[config.mk]
export PLATFORM = sky130hd
export DESIGN_NAME = dct_front
export DESIGN_NICKNAME = d
export VERILOG_FILES = /design/src/sv/dct_pkg.sv /design/src/sv/dct_front.sv
export SDC_FILE = /design/constraint.sdc
export NUM_CORES = 2
export LEC_CHECK = 0
export ABC_AREA = 1
export BUFFER_PORTS_ARGS = -buffer_cell sky130_fd_sc_hd__buf_2
export CAP_MARGIN = 20
export CORE_ASPECT_RATIO = 0.75
export CORE_MARGIN = 2
export CORE_UTILIZATION = 41
export CTS_CLUSTER_DIAMETER = 80
export DETAILED_ROUTE_END_ITERATION = 7
export RECOVER_POWER = 25
export SLEW_MARGIN = 20
export SYNTH_ARGS = -nofsm -noshare
export SYNTH_HDL_FRONTEND = slang
export SYNTH_SLANG_ARGS = --single-unit
[constraint.sdc]
create_clock -name clk -period 13.9 [get_ports clk]
set_input_delay 2.78 -clock clk [delete_from_list [all_inputs] [get_ports clk]]
set_output_delay 2.78 -clock clk [all_outputs]
set_load 0.01 [all_outputs]
[src/sv/dct_pkg.sv]
`timescale 1ns / 1ps
package dct_pkg;

    localparam int NUM_PRNS    = 32;
    localparam int PRN_W       = 5;
    localparam int SUM_W       = 22;
    localparam int POW_W       = 48;
    localparam int TRIM_W      = 20;
    localparam int CFG_W       = 19;
    localparam int CFG_IDX_W   = 3;
    localparam int QUEUE_DEPTH = 2;
    localparam int QPTR_W      = (QUEUE_DEPTH > 1) ? $clog2(QUEUE_DEPTH) : 1;

    localparam logic KIND_SAMPLE  = 1'b0;
    localparam logic KIND_RESTART = 1'b1;

    localparam logic [1:0] ST_UPDATED  = 2'd0;
    localparam logic [1:0] ST_GATED    = 2'd1;
    localparam logic [1:0] ST_NO_POWER = 2'd2;

    localparam logic [CFG_IDX_W-1:0] CFG_POWER_ALPHA   = 3'd0;
    localparam logic [CFG_IDX_W-1:0] CFG_WARMUP_FRAMES = 3'd1;
    localparam logic [CFG_IDX_W-1:0] CFG_QUALITY_MIN   = 3'd2;
    localparam logic [CFG_IDX_W-1:0] CFG_LOOP_GAIN     = 3'd3;
    localparam logic [CFG_IDX_W-1:0] CFG_LEAK_FACTOR   = 3'd4;
    localparam logic [CFG_IDX_W-1:0] CFG_TRIM_LIMIT    = 3'd5;
    localparam logic [CFG_IDX_W-1:0] CFG_TAP_SPACING   = 3'd6;

    localparam logic [15:0] RST_POWER_ALPHA   = 16'd3277;
    localparam logic [15:0] RST_WARMUP_FRAMES = 16'd20;
    localparam logic [15:0] RST_QUALITY_MIN   = 16'd563;
    localparam logic [15:0] RST_LOOP_GAIN     = 16'd9830;
    localparam logic [15:0] RST_LEAK_FACTOR   = 16'd131;
    localparam logic [18:0] RST_TRIM_LIMIT    = 19'd196608;
    localparam logic [15:0] RST_TAP_SPACING   = 16'd8192;

    typedef struct packed {
        logic               kind;
        logic [4:0]         prn;
        logic signed [15:0] early_re;
        logic signed [15:0] early_im;
        logic signed [15:0] prompt_re;
        logic signed [15:0] prompt_im;
        logic signed [15:0] late_re;
        logic signed [15:0] late_im;
        logic               last_channel;
        logic               last_record;
    } in_t;

    typedef struct packed {
        logic [4:0]         out_prn;
        logic signed [19:0] code_trim;
        logic signed [15:0] discriminator;
        logic [15:0]        quality;
        logic [1:0]         status;
    } out_t;

    typedef struct packed {
        logic [15:0] power_alpha;
        logic [15:0] warmup_frames;
        logic [15:0] quality_min;
        logic [15:0] loop_gain;
        logic [15:0] leak_factor;
        logic [18:0] trim_limit;
        logic [15:0] tap_spacing;
    } cfg_t;

    // command word from front to back
    typedef struct packed {
        logic             restart;
        logic [PRN_W-1:0] prn;
        logic [POW_W-1:0] e2;
        logic [POW_W-1:0] p2;
        logic [POW_W-1:0] l2;
    } cmd_t;

endpackage

[src/sv/dct_front.sv]
`timescale 1ns / 1ps
module dct_front (
    input  logic          clk,
    input  logic          rst_n,
    input  logic          in_valid,
    output logic          in_stall,
    input  dct_pkg::in_t  in_data,
    output logic          push,
    output dct_pkg::cmd_t push_cmd,
    input  logic          q_full
);
    import dct_pkg::*;

    typedef enum logic [1:0] {F_IDLE, F_SQ, F_ADD, F_PUSH} fstate_t;

    localparam logic signed [SUM_W-1:0] SUM_MAX = {1'b0, {(SUM_W-1){1'b1}}};
    localparam logic signed [SUM_W-1:0] SUM_MIN = {1'b1, {(SUM_W-1){1'b0}}};

    function automatic logic signed [SUM_W-1:0] sat_add(logic signed [SUM_W-1:0] a,
                                                        logic signed [15:0] b);
        logic signed [SUM_W:0] s;
        s = (SUM_W+1)'(a) + (SUM_W+1)'(b);
        if (s > (SUM_W+1)'(SUM_MAX))
            return SUM_MAX;
        else if (s < (SUM_W+1)'(SUM_MIN))
            return SUM_MIN;
        else
            return signed'(s[SUM_W-1:0]);
    endfunction

    fstate_t                 state_reg;
    logic signed [SUM_W-1:0] sums_reg [6];
    logic [POW_W-1:0]        fp_reg [3];
    logic [2:0]              idx_reg;
    logic [2*SUM_W-1:0]      sq_reg;
    logic [1:0]              sq_dst_reg;
    logic                    sq_v_reg;
    logic                    last_rec_reg;
    logic [PRN_W-1:0]        prn_reg;

    logic signed [15:0]      smp [6];
    logic                    acc;
    logic                    prn_ok;
    logic signed [SUM_W-1:0] cur;
    logic [SUM_W-1:0]        cur_mag;
    logic [POW_W:0]          pow_sum;

    assign smp[0] = in_data.early_re;
    assign smp[1] = in_data.early_im;
    assign smp[2] = in_data.prompt_re;
    assign smp[3] = in_data.prompt_im;
    assign smp[4] = in_data.late_re;
    assign smp[5] = in_data.late_im;

    assign in_stall = (state_reg != F_IDLE) || q_full;
    assign acc      = in_valid && !in_stall;
    assign prn_ok   = {1'b0, in_data.prn} < (PRN_W+1)'(NUM_PRNS);

    assign cur     = sums_reg[idx_reg];
    assign cur_mag = cur[SUM_W-1] ? (~cur + 1'b1) : cur;
    assign pow_sum = (POW_W+1)'(fp_reg[sq_dst_reg]) + (POW_W+1)'(sq_reg);

    always_comb
    begin
        push = 1'b0;
        if (state_reg == F_IDLE)
            push = acc && prn_ok && (in_data.kind == KIND_RESTART);
        else if (state_reg == F_PUSH)
            push = !q_full;
        push_cmd.restart = (state_reg == F_IDLE);
        push_cmd.prn     = (state_reg == F_IDLE) ? in_data.prn : prn_reg;
        push_cmd.e2      = fp_reg[0];
        push_cmd.p2      = fp_reg[1];
        push_cmd.l2      = fp_reg[2];
    end

    always_ff @(posedge clk or negedge rst_n)
    begin
        if (!rst_n)
        begin
            state_reg    <= F_IDLE;
            idx_reg      <= '0;
            sq_v_reg     <= 1'b0;
            sq_dst_reg   <= '0;
            sq_reg       <= '0;
            last_rec_reg <= 1'b0;
            prn_reg      <= '0;
            for (int i = 0; i < 6; i++)
                sums_reg[i] <= '0;
            for (int i = 0; i < 3; i++)
                fp_reg[i] <= '0;
        end
        else
        begin
            // squared term lands in the cycle after its multiply
            if (sq_v_reg)
                fp_reg[sq_dst_reg] <= pow_sum[POW_W] ? {POW_W{1'b1}} : pow_sum[POW_W-1:0];
            sq_v_reg <= 1'b0;

            case (state_reg)
                F_IDLE:
                begin
                    if (acc && prn_ok && (in_data.kind == KIND_SAMPLE))
                    begin
                        for (int i = 0; i < 6; i++)
                            sums_reg[i] <= sat_add(sums_reg[i], smp[i]);
                        if (in_data.last_channel)
                        begin
                            prn_reg      <= in_data.prn;
                            last_rec_reg <= in_data.last_record;
                            idx_reg      <= '0;
                            state_reg    <= F_SQ;
                        end
                    end
                end
                F_SQ:
                begin
                    sq_reg     <= cur_mag * cur_mag;
                    sq_dst_reg <= idx_reg[2:1];
                    sq_v_reg   <= 1'b1;
                    idx_reg    <= idx_reg + 3'd1;
                    if (idx_reg == 3'd5)
                        state_reg <= F_ADD;
                end
                F_ADD:
                begin
                    for (int i = 0; i < 6; i++)
                        sums_reg[i] <= '0;
                    state_reg <= last_rec_reg ? F_PUSH : F_IDLE;
                end
                F_PUSH:
                begin
                    if (!q_full)
                    begin
                        for (int i = 0; i < 3; i++)
                            fp_reg[i] <= '0;
                        state_reg <= F_IDLE;
                    end
                end
                default:
                begin
                    state_reg <= F_IDLE;
                end
            endcase
        end
    end

endmodule

==> results.sh <==
export IMPL_tns_ns=0
export IMPL_die_area_um2=102000
export IMPL_period_needed_ns=9.94
export IMPL_grt_pass1_vias=37000
export IMPL_highest_signal_layer="met4"
export IMPL_cts_made_buffers=42
export IMPL_layout_cells_non_filler=7187
export IMPL_outcome="finished, violations left"
export IMPL_grt_overflow_total=0
export IMPL_crit_path_frequent_cell="fa_1"
export IMPL_routedWlPerCell_um=19.6
export IMPL_hold_viol_final=0
export IMPL_dieWidth_um=369
export IMPL_rsz0062_at_grt="no"
export IMPL_final_common_cell="nand2_1"
export IMPL_worstSkewPairLatency_ns=0.62
export IMPL_min_period_over_period_pct=71.5
export IMPL_async_reset_ff_share_pct=100
export IMPL_syn_area_um2=40900
export IMPL_ys_ff_latch=333
export IMPL_cts_tree="built"
export IMPL_hold_buffers=0
export IMPL_fp_row_count=100
export IMPL_drive_gt1_share_pct=8.26
export IMPL_syn_inst=5643
export IMPL_pre_cts_slack_ns=4.15
export IMPL_slew_headroom_pct=-184
export IMPL_grt_pass1_wl_mm=220
export IMPL_portBuffers=259
export IMPL_io_pin_count=260
export IMPL_drt_initial_drc_count=3756
export IMPL_setup_viol=0
export IMPL_avgViaCountPerCell=5.31
export IMPL_finalClockSkew_ns=0.0438
export IMPL_drc=0
export IMPL_cts_resized=0
export IMPL_cts_buffer_depth=3
export IMPL_worst_setup_path_type="reg2reg"
export IMPL_yosys_most_used_dff="dfrtp_1"
export IMPL_synth_area_per_cell_um2=7.25
export IMPL_cts_sinks=333
export IMPL_ys_seq_area_share_pct=20.4
export IMPL_hpwl_mm=113
export IMPL_grt_max_degree=154
export IMPL_ys_types=60
export IMPL_antenna_found_initial=0
export IMPL_synth_edf_count=0
export IMPL_hold_path_class="reg2reg"
export IMPL_clk_pin_slew_ns=0.06
export IMPL_setup_ws_ns=3.96
export IMPL_htree_num_levels=2
export IMPL_largest_register_ffs=144
export IMPL_initial_utilization_pct=41.3
export IMPL_fin_nets=6625
export IMPL_layout_common_cells="nand2_1, inv_1, nor2_1"
export IMPL_cts_setup_buffers=0
export IMPL_ys_warn_count=0
export IMPL_cp_required_ns=14.39
export IMPL_slew_violations=279
export IMPL_wirelength_mm=141
export IMPL_drt_met1_wl_mm=69.5
export IMPL_firstDrtPassIters=6
export IMPL_maxCapViolCount=5
export IMPL_arrival_ns=10.43
export IMPL_max_slew_worst_pin_slew_ns=4.26
export IMPL_max_stage_delay_ns=0.64
export IMPL_root_buffer="clkbuf_16"
export IMPL_cp_slowest_cell="inv_1"
export IMPL_max_freq_mhz=101
export IMPL_crit_path_start_kind="flip-flop"
export IMPL_end_kind="flip-flop"
export IMPL_place_congestion=0.995
export IMPL_postRouteAntennaNets=0
export IMPL_fin_hold_ws_ns=0.501
export IMPL_die_h_um=277
export IMPL_wl_met3_mm=12.2
export IMPL_wl_met2_mm=57.1
export IMPL_num_vias=38200
export IMPL_track_usage_pct=27.5
export IMPL_core_um2=99100
export IMPL_area_growth_pct=9.08
export IMPL_placed_cells=7111
export IMPL_crit_path_max_fanout=79
export IMPL_violations="capacitance limit, slew limit"
## path summary, 6_finish.rpt
path	startpoint	end	slack, ns	cells after the start
setup / recovery	idx_reg[0]$_DFFE_PN0P_	sq_reg[33]$_DFFE_PN0P_	3.96	37
hold / removal	sq_reg[8]$_DFFE_PN0P_	sq_reg[8]$_DFFE_PN0P_	0.50	2
setup reg to reg	idx_reg[0]$_DFFE_PN0P_	sq_reg[33]$_DFFE_PN0P_	3.96	37
hold reg to reg	sq_reg[8]$_DFFE_PN0P_	sq_reg[8]$_DFFE_PN0P_	0.50	2
max in group asynchronous	rst_n	sums_reg[8]$_DFFE_PN0P_	5.59	2
min in group asynchronous	rst_n	sums_reg[49]$_DFFE_PN0P_	3.67	1
## cell usage after synthesis, types with 25 or more instances
library cell | instances | area [µm²]
fa_1 | 350 | 7010
o21ai_0 | 394 | 1970
nor3_1 | 48 | 240
clkbuf_1 | 85 | 319
nand2_1 | 1164 | 4370
xnor2_1 | 74 | 648
o21ai_1 | 34 | 170
nand4_1 | 44 | 275
nand3_1 | 310 | 1550
ha_1 | 338 | 4230
o211ai_1 | 26 | 195
o21bai_1 | 59 | 443
buf_2 | 35 | 175
a22oi_1 | 26 | 195
nor2_1 | 587 | 2200
a21oi_1 | 321 | 1610
inv_2 | 44 | 165
xor2_1 | 81 | 709
inv_1 | 988 | 3710
dfrtp_1 | 333 | 8330
nor2_2 | 25 | 156
a21o_1 | 27 | 203
a31oi_1 | 36 | 225
## stage by stage
stage | instance area, µm² | utilization [%]
floorplan | 40900 | -
global placement | 43300 | 43.7
detailed placement | 43300 | 43.7
CTS | 44600 | 45.1
global route | 44600 | 45.0
finish | 44600 | 45.0
## critical path, delay by kind of cell (launching register included)
kind                       cells  cell delay, ns
and+or+nand+nor               14            2.12
DFF                            1            0.39
AOI/OAI and AO/OA              5            0.97
adders and majority gates      9            4.07
buffers and inverters          9            2.24
## kinds of logic (layout without fill, tap and decap cells)
group / count (synthesis) / in the layout / share of synthesized area [%]
xor gates and xnor gates: 155 / 155 / 3.32
other: 2 / 18 / 0.0184
and+or+nand+nor: 2276 / 2276 / 23.4
buffers and inverters: 1200 / 1402 / 11.7
DFF: 333 / 333 / 20.4
AOI/OAI and AO/OA: 989 / 989 / 13.6
adders and majority gates: 688 / 688 / 27.5
## layer usage
metal | GRT usage, % | vias up
li1 | - | 18300
met2 | 39.4 | 1494
met5 | 0 | -
met1 | 43.7 | 18300
met3 | 4.38 | 136
met4 | 4.50 | 0
## layout make-up
| type | count | area (µm²) |
|---|---|---|
| Antenna cell | 1 | 2.50 |
| Clock buffer | 61 | 1180 |
| Clock inverter | 14 | 181 |
| Fill cell | 10200 | 54500 |
| Inverter | 1037 | 3890 |
| Multi-Input combinational cell | 4125 | 27800 |
| Sequential cell | 333 | 8330 |
| Tap cell | 1326 | 1660 |
| Timing Repair Buffer | 290 | 1500 |
Power is left out: the tool's default activity adds up to more than one toggle a clock period on the data nets, which glitch-free logic cannot reach.
