==> src/sv/dct_pkg.sv <==
`timescale 1ns / 1ps
package dct_pkg;

    localparam int NUM_PRNS    = 32;
    localparam int PRN_W       = 5;
    localparam int SUM_W       = 22;
    localparam int POW_W       = 48;
    localparam int TRIM_W      = 20;
    localparam int CFG_W       = 19;
    localparam int CFG_IDX_W   = 3;
    localparam int QUEUE_DEPTH = 2;
    localparam int QPTR_W      = (QUEUE_DEPTH > 1) ? $clog2(QUEUE_DEPTH) : 1;

    localparam logic KIND_SAMPLE  = 1'b0;
    localparam logic KIND_RESTART = 1'b1;

    localparam logic [1:0] ST_UPDATED  = 2'd0;
    localparam logic [1:0] ST_GATED    = 2'd1;
    localparam logic [1:0] ST_NO_POWER = 2'd2;

    localparam logic [CFG_IDX_W-1:0] CFG_POWER_ALPHA   = 3'd0;
    localparam logic [CFG_IDX_W-1:0] CFG_WARMUP_FRAMES = 3'd1;
    localparam logic [CFG_IDX_W-1:0] CFG_QUALITY_MIN   = 3'd2;
    localparam logic [CFG_IDX_W-1:0] CFG_LOOP_GAIN     = 3'd3;
    localparam logic [CFG_IDX_W-1:0] CFG_LEAK_FACTOR   = 3'd4;
    localparam logic [CFG_IDX_W-1:0] CFG_TRIM_LIMIT    = 3'd5;
    localparam logic [CFG_IDX_W-1:0] CFG_TAP_SPACING   = 3'd6;

    localparam logic [15:0] RST_POWER_ALPHA   = 16'd3277;
    localparam logic [15:0] RST_WARMUP_FRAMES = 16'd20;
    localparam logic [15:0] RST_QUALITY_MIN   = 16'd563;
    localparam logic [15:0] RST_LOOP_GAIN     = 16'd9830;
    localparam logic [15:0] RST_LEAK_FACTOR   = 16'd131;
    localparam logic [18:0] RST_TRIM_LIMIT    = 19'd196608;
    localparam logic [15:0] RST_TAP_SPACING   = 16'd8192;

    typedef struct packed {
        logic               kind;
        logic [4:0]         prn;
        logic signed [15:0] early_re;
        logic signed [15:0] early_im;
        logic signed [15:0] prompt_re;
        logic signed [15:0] prompt_im;
        logic signed [15:0] late_re;
        logic signed [15:0] late_im;
        logic               last_channel;
        logic               last_record;
    } in_t;

    typedef struct packed {
        logic [4:0]         out_prn;
        logic signed [19:0] code_trim;
        logic signed [15:0] discriminator;
        logic [15:0]        quality;
        logic [1:0]         status;
    } out_t;

    typedef struct packed {
        logic [15:0] power_alpha;
        logic [15:0] warmup_frames;
        logic [15:0] quality_min;
        logic [15:0] loop_gain;
        logic [15:0] leak_factor;
        logic [18:0] trim_limit;
        logic [15:0] tap_spacing;
    } cfg_t;

    // command word from front to back
    typedef struct packed {
        logic             restart;
        logic [PRN_W-1:0] prn;
        logic [POW_W-1:0] e2;
        logic [POW_W-1:0] p2;
        logic [POW_W-1:0] l2;
    } cmd_t;

endpackage

==> src/sv/dct_fifo.sv <==
`timescale 1ns / 1ps
module dct_fifo (
    input  logic          clk,
    input  logic          rst_n,
    input  logic          push,
    input  dct_pkg::cmd_t push_cmd,
    output logic          full,
    input  logic          pop,
    output dct_pkg::cmd_t pop_cmd,
    output logic          empty
);
    import dct_pkg::*;

    cmd_t              mem_reg [QUEUE_DEPTH];
    logic [QPTR_W-1:0] wr_ptr_reg;
    logic [QPTR_W-1:0] rd_ptr_reg;
    logic [QPTR_W:0]   count_reg;

    assign full    = count_reg == (QPTR_W+1)'(QUEUE_DEPTH);
    assign empty   = count_reg == '0;
    assign pop_cmd = mem_reg[rd_ptr_reg];

    always_ff @(posedge clk)
    begin
        if (push && !full)
            mem_reg[wr_ptr_reg] <= push_cmd;
    end

    always_ff @(posedge clk or negedge rst_n)
    begin
        if (!rst_n)
        begin
            wr_ptr_reg <= '0;
            rd_ptr_reg <= '0;
            count_reg  <= '0;
        end
        else
        begin
            if (push && !full)
                wr_ptr_reg <= (wr_ptr_reg == QPTR_W'(QUEUE_DEPTH-1)) ? '0 : wr_ptr_reg + 1'b1;
            if (pop && !empty)
                rd_ptr_reg <= (rd_ptr_reg == QPTR_W'(QUEUE_DEPTH-1)) ? '0 : rd_ptr_reg + 1'b1;
            if ((push && !full) && !(pop && !empty))
                count_reg <= count_reg + 1'b1;
            else if (!(push && !full) && (pop && !empty))
                count_reg <= count_reg - 1'b1;
        end
    end

endmodule

==> config.mk <==
export PLATFORM = sky130hd
export DESIGN_NAME = dct_fifo
export DESIGN_NICKNAME = d
export VERILOG_FILES = /design/src/sv/dct_pkg.sv /design/src/sv/dct_fifo.sv
export SDC_FILE = /design/constraint.sdc
export NUM_CORES = 1
export LEC_CHECK = 0
export ABC_AREA = 1
export BUFFER_PORTS_ARGS = -buffer_cell sky130_fd_sc_hd__buf_2
export CAP_MARGIN = 20
export CORE_MARGIN = 2
export CORE_UTILIZATION = 45
export CTS_CLUSTER_SIZE = 20
export DETAILED_ROUTE_END_ITERATION = 16
export PLACE_DENSITY = 0.82
export SLEW_MARGIN = 20
export SYNTH_ARGS = -nofsm -noshare
export SYNTH_HDL_FRONTEND = slang
export SYNTH_SLANG_ARGS = --single-unit
==> constraint.sdc <==
create_clock -name clk -period 7.2 [get_ports clk]
set_input_delay 1.44 -clock clk [delete_from_list [all_inputs] [get_ports clk]]
set_output_delay 1.44 -clock clk [all_outputs]
set_load 0.05 [all_outputs]
==> results of run 1 <==
==> worst paths after layout <==
path,startpoint,end,slack (ns),cells after the start
min in group asynchronous,rst_n,count_reg[1],0.69,1
worst max register to register,count_reg[1],mem_reg[0][65],4.93,6
worst min-delay path,wr_ptr_reg,wr_ptr_reg,0.48,2
max in group asynchronous,rst_n,rd_ptr_reg,6.36,1
worst max-delay path,rd_ptr_reg,pop_cmd[118],2.38,5
worst min register to register,wr_ptr_reg,wr_ptr_reg,0.48,2
==> per-layer routing <==
layer | track usage, % | up-vias
met1 | 19.9 | 3319
met3 | 4.70 | 61
met4 | 6.49 | 4
met5 | 0 | -
li1 | - | 3368
met2 | 29.9 | 300
==> critical path: stages (launching register included) <==
cell	delay, ns
dfrtp_4	0.74
inv_4	0.82
buf_4	0.61
nand2_1	0.14
nand2_1	0.10
buf_2	0.26
==> cell families (layout without fill, tap and decap cells) <==
family                   Yosys count  in the layout
flip-flops                       304            304
XOR/XNOR                           1              1
other                              0              3
adder cells (fa/ha/maj)            1              1
AO/OA/AOI/OAI                      2              2
buffers and inverters             41            371
AND/OR/NAND/NOR                  466            466
==> per-stage QoR <==
step	instance area (sq um)	cells
2_1_floorplan	11200	815
3_3_place_gp	12900	1416
3_5_place_dp	12900	1416
4_1_cts	13900	1469
5_1_grt	13900	1469
6_report	13900	1472
==> cell type report <==
cell class / instances / share of cell area [%]
antenna: 3 / 0.0541
clock buffer: 39 / 5.81
clock inverter: 14 / 0.992
inverter: 8 / 0.270
multi-input combinational: 470 / 12.9
sequential: 304 / 65.7
tap: 324 / 2.92
timing repair buffer: 310 / 11.4
==> layout by cell type, fill, tap and decap left out <==
cell type	netlist	layout
buf_2	21	305
ha_1	1	1
nor2_4	0	1
nand4_1	1	1
nand2_1	459	459
buf_12	0	1
inv_1	7	6
dfrtp_4	0	1
dfrtp_1	4	3
clkbuf_16	0	31
clkinv_2	0	2
inv_6	0	1
edfxtp_1	300	300
inv_4	1	1
bufinv_16	0	3
xnor2_1	1	1
buf_4	2	4
o21ai_0	2	2
nand3b_1	1	1
clkinv_1	0	8
nor2_1	4	3
nand3_1	1	1
clkbuf_1	0	8
diode_2	0	3
clkinvlp_4	0	1
==> impl_metrics.tcl, run 1 <==
set metrics [dict create \
    outcome "finished clean" \
    max-slew-margin-rel_pct 33.7 \
    synth-adder-area-share_pct 0.112 \
    die_h_um 161 \
    grtUsageTotal_pct 17.0 \
    cts_hold_buffers 0 \
    timing.setup.tns_ns 0 \
    clock_tree.root_cell "clkbuf_16" \
    final.period_utilization_pct 67.0 \
    num-fill-cells 1898 \
    finalWirelength_mm 23.0 \
    worstPathArrival_ns 3.38 \
    yosys_warnings 0 \
    port_buffers 305 \
    min-delay-path-class "flip-flop to flip-flop" \
    yosysTopAreaCell "edfxtp_1" \
    combinational_family_with_the_most_area_after_synthesis "simple AND/OR/NAND/NOR gates" \
    transition_time_at_the_pin_with_the_least_slew_margin_ns 0.995 \
    critical_path.max_fanout 98 \
    post_cts_gate_resize_count 0 \
    drt_iter0_markers 527 \
    synth_largest_type_area_fraction_pct 80.7 \
    yosys.area_share.simple_pct 15.7 \
    async_flop_share_pct 1.32 \
    antenna_found_initial 4 \
    synth_xor_area_share_pct 0.0785 \
    die-width_um 161 \
    fmaxAchievable_mhz 207 \
    maxSlewViolCount 0 \
    synth.area.mux_share_pct 0 \
    post_synth_edffs 300 \
    flow.area_growth_from_synthesis_pct 24.3 \
    global_route.overflow_total 0 \
    pin_count_of_the_biggest_net_entering_global_routing 151 \
    clock_sink_count 304 \
    number_of_global_route_vias_before_repair 7026 \
    fin_ws_ns 2.38 \
    route.detailed.wl_per_inst_um 15.6 \
    clock_skew_ns 0.0118 \
    num_rows 57 \
    multi_input_comb_area_sq_um 1800 \
    mapped_nets 970 \
    synth_compound_gate_area_share_pct 0.0897 \
    period_minus_slack_ns 4.82 \
    final_layout_size_suffix_gt1_share_pct 30.7 \
    netlist_instances 815 \
    dr_wl_met3_mm 1.91 \
    yosys.cell_count.top_type "nand2_1" \
    syn_avg_cell_area_sq_um 13.7 \
    first_pass_grt_wire_length_mm 35.0 \
    setup_viol 0 \
    dr_wl_met2_mm 11.7 \
    startpoint_type "flip-flop" \
    critPathCaptureType "output port" \
    drv_cap 0 \
    htree_levels 1 \
    finalNetCount 1279 \
    viasPerCell 4.79 \
    highest-signal-layer "met5" \
    worst_skew_pair.late_latency_ns 0.55 \
    area_taken_by_flip_flops_and_latches_sq_um 9110 \
    die-area_sq_um 26100 \
    core-area_sq_um 24300 \
    timing_worst_setup_path_type "flip-flop to output port" \
    largest_register_ff_count 300 \
    final_util_pct 57.1 \
    globalplace.congestion 0.799 \
    post-route-drc-count 0 \
    rsz0062_at_grt "false" \
    yosysSeqAreaShare_pct 81.6 \
    ys.flop_type "edfxtp_1" \
    ys_ff_latch 304 \
    numCtsBuffers 30 \
    synth_top_cells_by_count "nand2_1 (459), edfxtp_1 (300), buf_2 (21)" \
    drt_pass_1_iters 5 \
    via_count 7052 \
    synth_top_area_cells "edfxtp_1 (81%), nand2_1 (15%), buf_6 (1.0%), buf_2 (0.94%), dfrtp_1 (0.90%)" \
    wl_met1_mm 8.61 \
    initial_util_pct 45.9 \
    post_route_antenna_net_violation_count 0 \
    timing.critical_path.required_ns 5.76 \
    cts_post_setup_buffers_inserted 0 \
    tritoncts "done" \
    ctsLongestPathBuffers 3 \
    synth.lib_cells_used.distinct 15 \
    cts.reportedPaths.clkPinSlew_ns 0.06 \
    placement.setup.worst_slack_ns 2.91 \
    floorplan.io_pins 306 \
    timing.final.hold_violations 0 \
    dp_hpwl_mm 14.6 \
    holdWs_ns 0.484 \
    post_synth_instance_area_sq_um 11200 \
]
Power of run 1 is not shown: default switching activity piles up to over one toggle a cycle in this logic, so the estimate is an artifact.
==> run 2, diff against run 1 <==
- clock period: 7.2 -> 4.17 ns (I/O delays scaled with it)
==> run 2 against run 1 <==
  * Critical path depth is the same
  * Hold slack lost 0.38 ns
  * Flip-flop and latch count is the same
  * Register-to-register slack lost 3.0 ns
  * Count of clock-buffer cells in the layout shrank 2
  * Worst setup slack lost 1.3 ns
  * Sequential share of layout area shrank 0.19 points
  * Via count shrank 0.69%
  * First-iteration DRC count shrank 9.7%
==> impl_metrics.tcl, run 2 (synthesis results as in run 1) <==
set metrics [dict create \
    finalNetCount 1282 \
    tritoncts "done" \
    post-route-drc-count 0 \
    ff2ff_path_depth 6 \
    num-fill-cells 1897 \
    critical_path.reg2reg.endpoint "mem_reg[0][3]" \
    final.period_utilization_pct 75.3 \
    cts_post_setup_buffers_inserted 0 \
    cts.reportedPaths.clkPinSlew_ns 0.06 \
    final_layout_size_suffix_gt1_share_pct 31.3 \
    route.detailed.wl_per_inst_um 15.7 \
    startpoint_type "flip-flop" \
    globalplace.congestion 0.756 \
    timing.setup.tns_ns 0 \
    layout_common_cells "nand2_1 (459), buf_2 (305), edfxtp_1 (300), clkbuf_16 (29), clkbuf_1 (8)" \
    critical_path.max_fanout 57 \
    die-area_sq_um 26100 \
    critPathCaptureType "output port" \
    number_of_global_route_vias_before_repair 7067 \
    rsz0062_at_grt "false" \
    drv_cap 0 \
    drt_iter0_markers 476 \
    dp.cells 1420 \
    setup.reg_to_reg.worst_slack_ns 1.93 \
    flow.area_growth_from_synthesis_pct 24.7 \
    grtUsageTotal_pct 17.2 \
    critical_path.endpoint "pop_cmd[106]" \
    die-width_um 161 \
    startpoint "rd_ptr_reg" \
    floorplan.io_pins 306 \
    timing.critical_path.required_ns 3.34 \
    clock_tree.root_cell "clkbuf_16" \
    transition_time_at_the_pin_with_the_least_slew_margin_ns 0.847 \
    ctsLongestPathBuffers 3 \
    design_area_sq_um 13900 \
    min-delay-path-class "input port to async pin" \
    post_cts_gate_resize_count 0 \
    timing.final.hold_violations 0 \
    antenna_found_initial 5 \
    finalWirelength_mm 23.1 \
    viasPerCell 4.74 \
    port_buffers 305 \
    outcome "finished clean" \
    max-slew-margin-rel_pct 43.6 \
    numCtsBuffers 29 \
    dp_hpwl_mm 14.9 \
    clock_sink_count 304 \
    clock_skew_ns 0.0105 \
    placement.setup.worst_slack_ns 1.55 \
    cts_hold_buffers 0 \
    global_route.overflow_total 0 \
    die_h_um 161 \
    first_pass_grt_wire_length_mm 35.1 \
    worstPathArrival_ns 2.30 \
    worst_skew_pair.late_latency_ns 0.53 \
    htree_levels 1 \
    fin_ws_ns 1.03 \
    postPlaceCellArea_sq_um 13000 \
    largest_register_ff_count 300 \
    num_rows 57 \
    timing_worst_setup_path_type "flip-flop to output port" \
    setup_viol 0 \
    period_minus_slack_ns 3.14 \
    core-area_sq_um 24300 \
    initial_util_pct 45.9 \
    fmaxAchievable_mhz 319 \
    pin_count_of_the_biggest_net_entering_global_routing 78 \
    via_count 7003 \
    post_route_antenna_net_violation_count 0 \
    leading_cell_type_in_the_layout_fill_and_taps_excluded "nand2_1" \
    final_cells 1476 \
    r2r-start "count_reg[1]" \
    maxSlewViolCount 0 \
    drt_pass_1_iters 5 \
]
run 2: area by class of cell:
| class | instances | area, sq um | area share [%] |
|---|---|---|---|
| Antenna cell | 2 | 5.00 | 0.0360 |
| Clock buffer | 37 | 756 | 5.43 |
| Clock inverter | 17 | 165 | 1.19 |
| Inverter | 8 | 36.3 | 0.261 |
| Multi-Input combinational cell | 470 | 1800 | 12.9 |
| Sequential cell | 304 | 9110 | 65.5 |
| Tap cell | 324 | 405 | 2.91 |
| Timing Repair Buffer | 314 | 1640 | 11.8 |
run 2: critical path, stage by stage (launching register included):
cell and delay (ns):
dfrtp_4 0.49, inv_4 0.46, buf_12 0.33, nand2_1 0.10, nand2_1 0.07, buf_2 0.27
run 2: how the worst min path moves through the flow:
| stage | start | endpoint | cells past startpoint |
|---|---|---|---|
| final | rst_n | count_reg[0] | 1 |
| after global routing | rst_n | wr_ptr_reg | 1 |
| after CTS | rst_n | count_reg[0] | 1 |
| after detailed placement | wr_ptr_reg | wr_ptr_reg | 2 |
| after global placement | wr_ptr_reg | wr_ptr_reg | 2 |
| after floorplan | wr_ptr_reg | wr_ptr_reg | 2 |
run 2: per-layer routing:
metal / GRT usage (%) / wire (um)
met1: 19.1 / 8490
met2: 31.0 / 12000
met3: 4.90 / 1650
met4: 7.18 / 993
met5: 0 / 23
run 2: metrics by stage:
step	util (%)	hold WS, ns
after CTS	57.2	0.0709
after global placement	53.4	0.467
after detailed placement	53.4	0.478
after global routing	57.2	0.0792
after floorplan	-	0.450
final	57.2	0.102
Power of run 2 is left out for the same reason.
==> run 3, diff against run 2 <==
- PLACE_DENSITY: 0.82 -> 0.79
- clock period: 4.17 -> 3.1 ns (I/O delays scaled with it)
==> run 3 against run 2 <==
  * Non-clock buffer count is the same
  * Global-route usage grew 0.14 points
  * Sequential share of layout area shrank 0.76 points
  * Critical path depth shrank 1
  * Largest cell class unchanged
==> impl_metrics.tcl, run 3 (synthesis results as in run 1) <==
set metrics [dict create \
    outcome "finished clean" \
    setup_viol 0 \
    hold-path-endpoint "mem_reg[1][55]" \
    num_rows 57 \
    holdWs_ns 0.260 \
    dp.cells 1419 \
    cp_slowest_cell "dfrtp_4" \
    antenna_found_initial 3 \
    period_minus_slack_ns 2.93 \
    p_leak_nw 6.05 \
    layout_common_cells "nand2_1 (458), buf_2 (305), edfxtp_1 (300), clkbuf_16 (30), clkinv_1 (8)" \
    worstPathArrival_ns 2.31 \
    drt_iter0_markers 463 \
    fin_ws_ns 0.172 \
    numCtsBuffers 30 \
    highest-signal-layer "met5" \
    die-area_sq_um 26100 \
    min-delay-path-class "input port to flip-flop" \
    viasPerCell 4.77 \
    flow.area_growth_from_synthesis_pct 26.2 \
    port_buffers 305 \
    cts_post_setup_buffers_inserted 0 \
    timing.final.hold_violations 0 \
    post_route_antenna_net_violation_count 0 \
    dr_wl_met2_mm 11.9 \
    clock_sink_count 304 \
    final_cells 1478 \
    final.period_utilization_pct 94.4 \
    cts.reportedPaths.clkPinSlew_ns 0.06 \
    tritoncts "done" \
    ff2ff_path_depth 6 \
    fmaxAchievable_mhz 342 \
    via_count 7051 \
    dp_hpwl_mm 14.9 \
    pin_count_of_the_biggest_net_entering_global_routing 80 \
    timing_worst_setup_path_type "flip-flop to output port" \
    num-fill-cells 1915 \
    critPathCaptureType "output port" \
    finalWirelength_mm 23.5 \
    max-slew-margin-rel_pct 58.5 \
    cp_num_buf_inv 2 \
    pwr_density_cell_nw_per_um2 1200 \
    cp_dominant_cell_by_count "nand2_1" \
    leading_cell_type_in_the_layout_fill_and_taps_excluded "nand2_1" \
    drt_pass_1_iters 5 \
    cts_hold_buffers 1 \
    first_pass_grt_wire_length_mm 35.5 \
    final_layout_size_suffix_gt1_share_pct 31.7 \
    clock_skew_ns 0.0103 \
    dr_wl_met3_mm 1.76 \
    route.detailed.wl_per_inst_um 15.9 \
    initial_util_pct 45.9 \
    grtUsageTotal_pct 17.3 \
    core-area_sq_um 24300 \
    maxSlewViolCount 0 \
    cells_along_the_critical_path "buf_4 > nand2_1 > nand2_1 > buf_2" \
    die-width_um 161 \
    htree_levels 1 \
    number_of_global_route_vias_before_repair 6844 \
    finalNetCount 1283 \
    min_path_cells 1 \
    ctsLongestPathBuffers 3 \
    largest_register_ff_count 300 \
    worst_min_delay_path_startpoint "push_cmd[55]" \
    r2r-start "count_reg[1]" \
    post_cts_gate_resize_count 0 \
    critPathTopFamily "flip-flops" \
    clock_tree.root_cell "clkbuf_16" \
    post-route-drc-count 0 \
    globalplace.congestion 0.753 \
    critical_path.reg2reg.endpoint "mem_reg[0][29]" \
    startpoint_type "flip-flop" \
    timing.critical_path.required_ns 2.48 \
    floorplan.io_pins 306 \
    placement.setup.worst_slack_ns 0.764 \
    transition_time_at_the_pin_with_the_least_slew_margin_ns 0.622 \
    global_route.overflow_total 0 \
    critical_path.max_fanout 52 \
    rsz0062_at_grt "false" \
    critPathMaxStageDelay_ns 0.82 \
    drv_cap 0 \
    worst_skew_pair.late_latency_ns 0.54 \
    setup.reg_to_reg.worst_slack_ns 1.15 \
    peakVddDrop_mv 0.838 \
    wl_met1_mm 9.37 \
    die_h_um 161 \
]
-- run 3: worst max path at each step --
stage	start	endpoint	slack, ns	depth (start not counted)
floorplan	count_reg[1]	mem_reg[0][0]	-0.42	5
global placement	rd_ptr_reg	pop_cmd[126]	0.76	4
detailed placement	rd_ptr_reg	pop_cmd[126]	0.76	5
CTS	rd_ptr_reg	pop_cmd[76]	0.14	4
global route	rd_ptr_reg	pop_cmd[76]	0.01	4
finish	rd_ptr_reg	pop_cmd[76]	0.17	4
-- run 3: metal layers --
| metal | up-vias | track usage (%) |
|---|---|---|
| met2 | 290 | 30.1 |
| met4 | 2 | 5.15 |
| met3 | 48 | 4.03 |
| li1 | 3385 | - |
| met5 | - | 0 |
| met1 | 3326 | 21.9 |
-- run 3: through the flow --
stage               instance area [sq um]  TNS (ns)  utilization, %  total power [mW]
global route                        14100         0            57.9              17.7
detailed placement                  13000         0            53.6              13.3
floorplan                           11200   -113.22               -              11.6
CTS                                 14100         0            57.9              17.1
finish                              14100         0            57.9              16.9
global placement                    13000         0            53.6              13.2
-- run 3: cell type report --
class / count / area [sq um] / area share (%)
clock buffers: 35 / 769 / 5.46
clock inverters: 21 / 264 / 1.87
well taps: 324 / 405 / 2.88
repair buffers: 314 / 1680 / 12.0
multi-input cells: 470 / 1810 / 12.8
inverters: 8 / 36.3 / 0.258
flip-flops and latches: 304 / 9110 / 64.7
diodes: 2 / 5.00 / 0.0355
-- run 3: worst reg2reg max path, cell delays in order (launching register included) --
cell and delay, ns:
dfrtp_1 0.42, inv_2 0.11, nor2_4 0.05, nor2_2 0.13, nand2_2 0.09, clkinvlp_4 0.30
buf_12 0.38
-- run 3: report_power, final --
part	leakage [nW]	total, mW	switching [mW]	internal [mW]
Sequential	2.84	5.94	0.334	5.60
Combinational	2.71	7.25	5.86	1.39
Clock	0.505	3.75	1.47	2.28
Total	6.05	16.9	7.67	9.26
No activity file was read; power rests on OpenSTA's default activity.
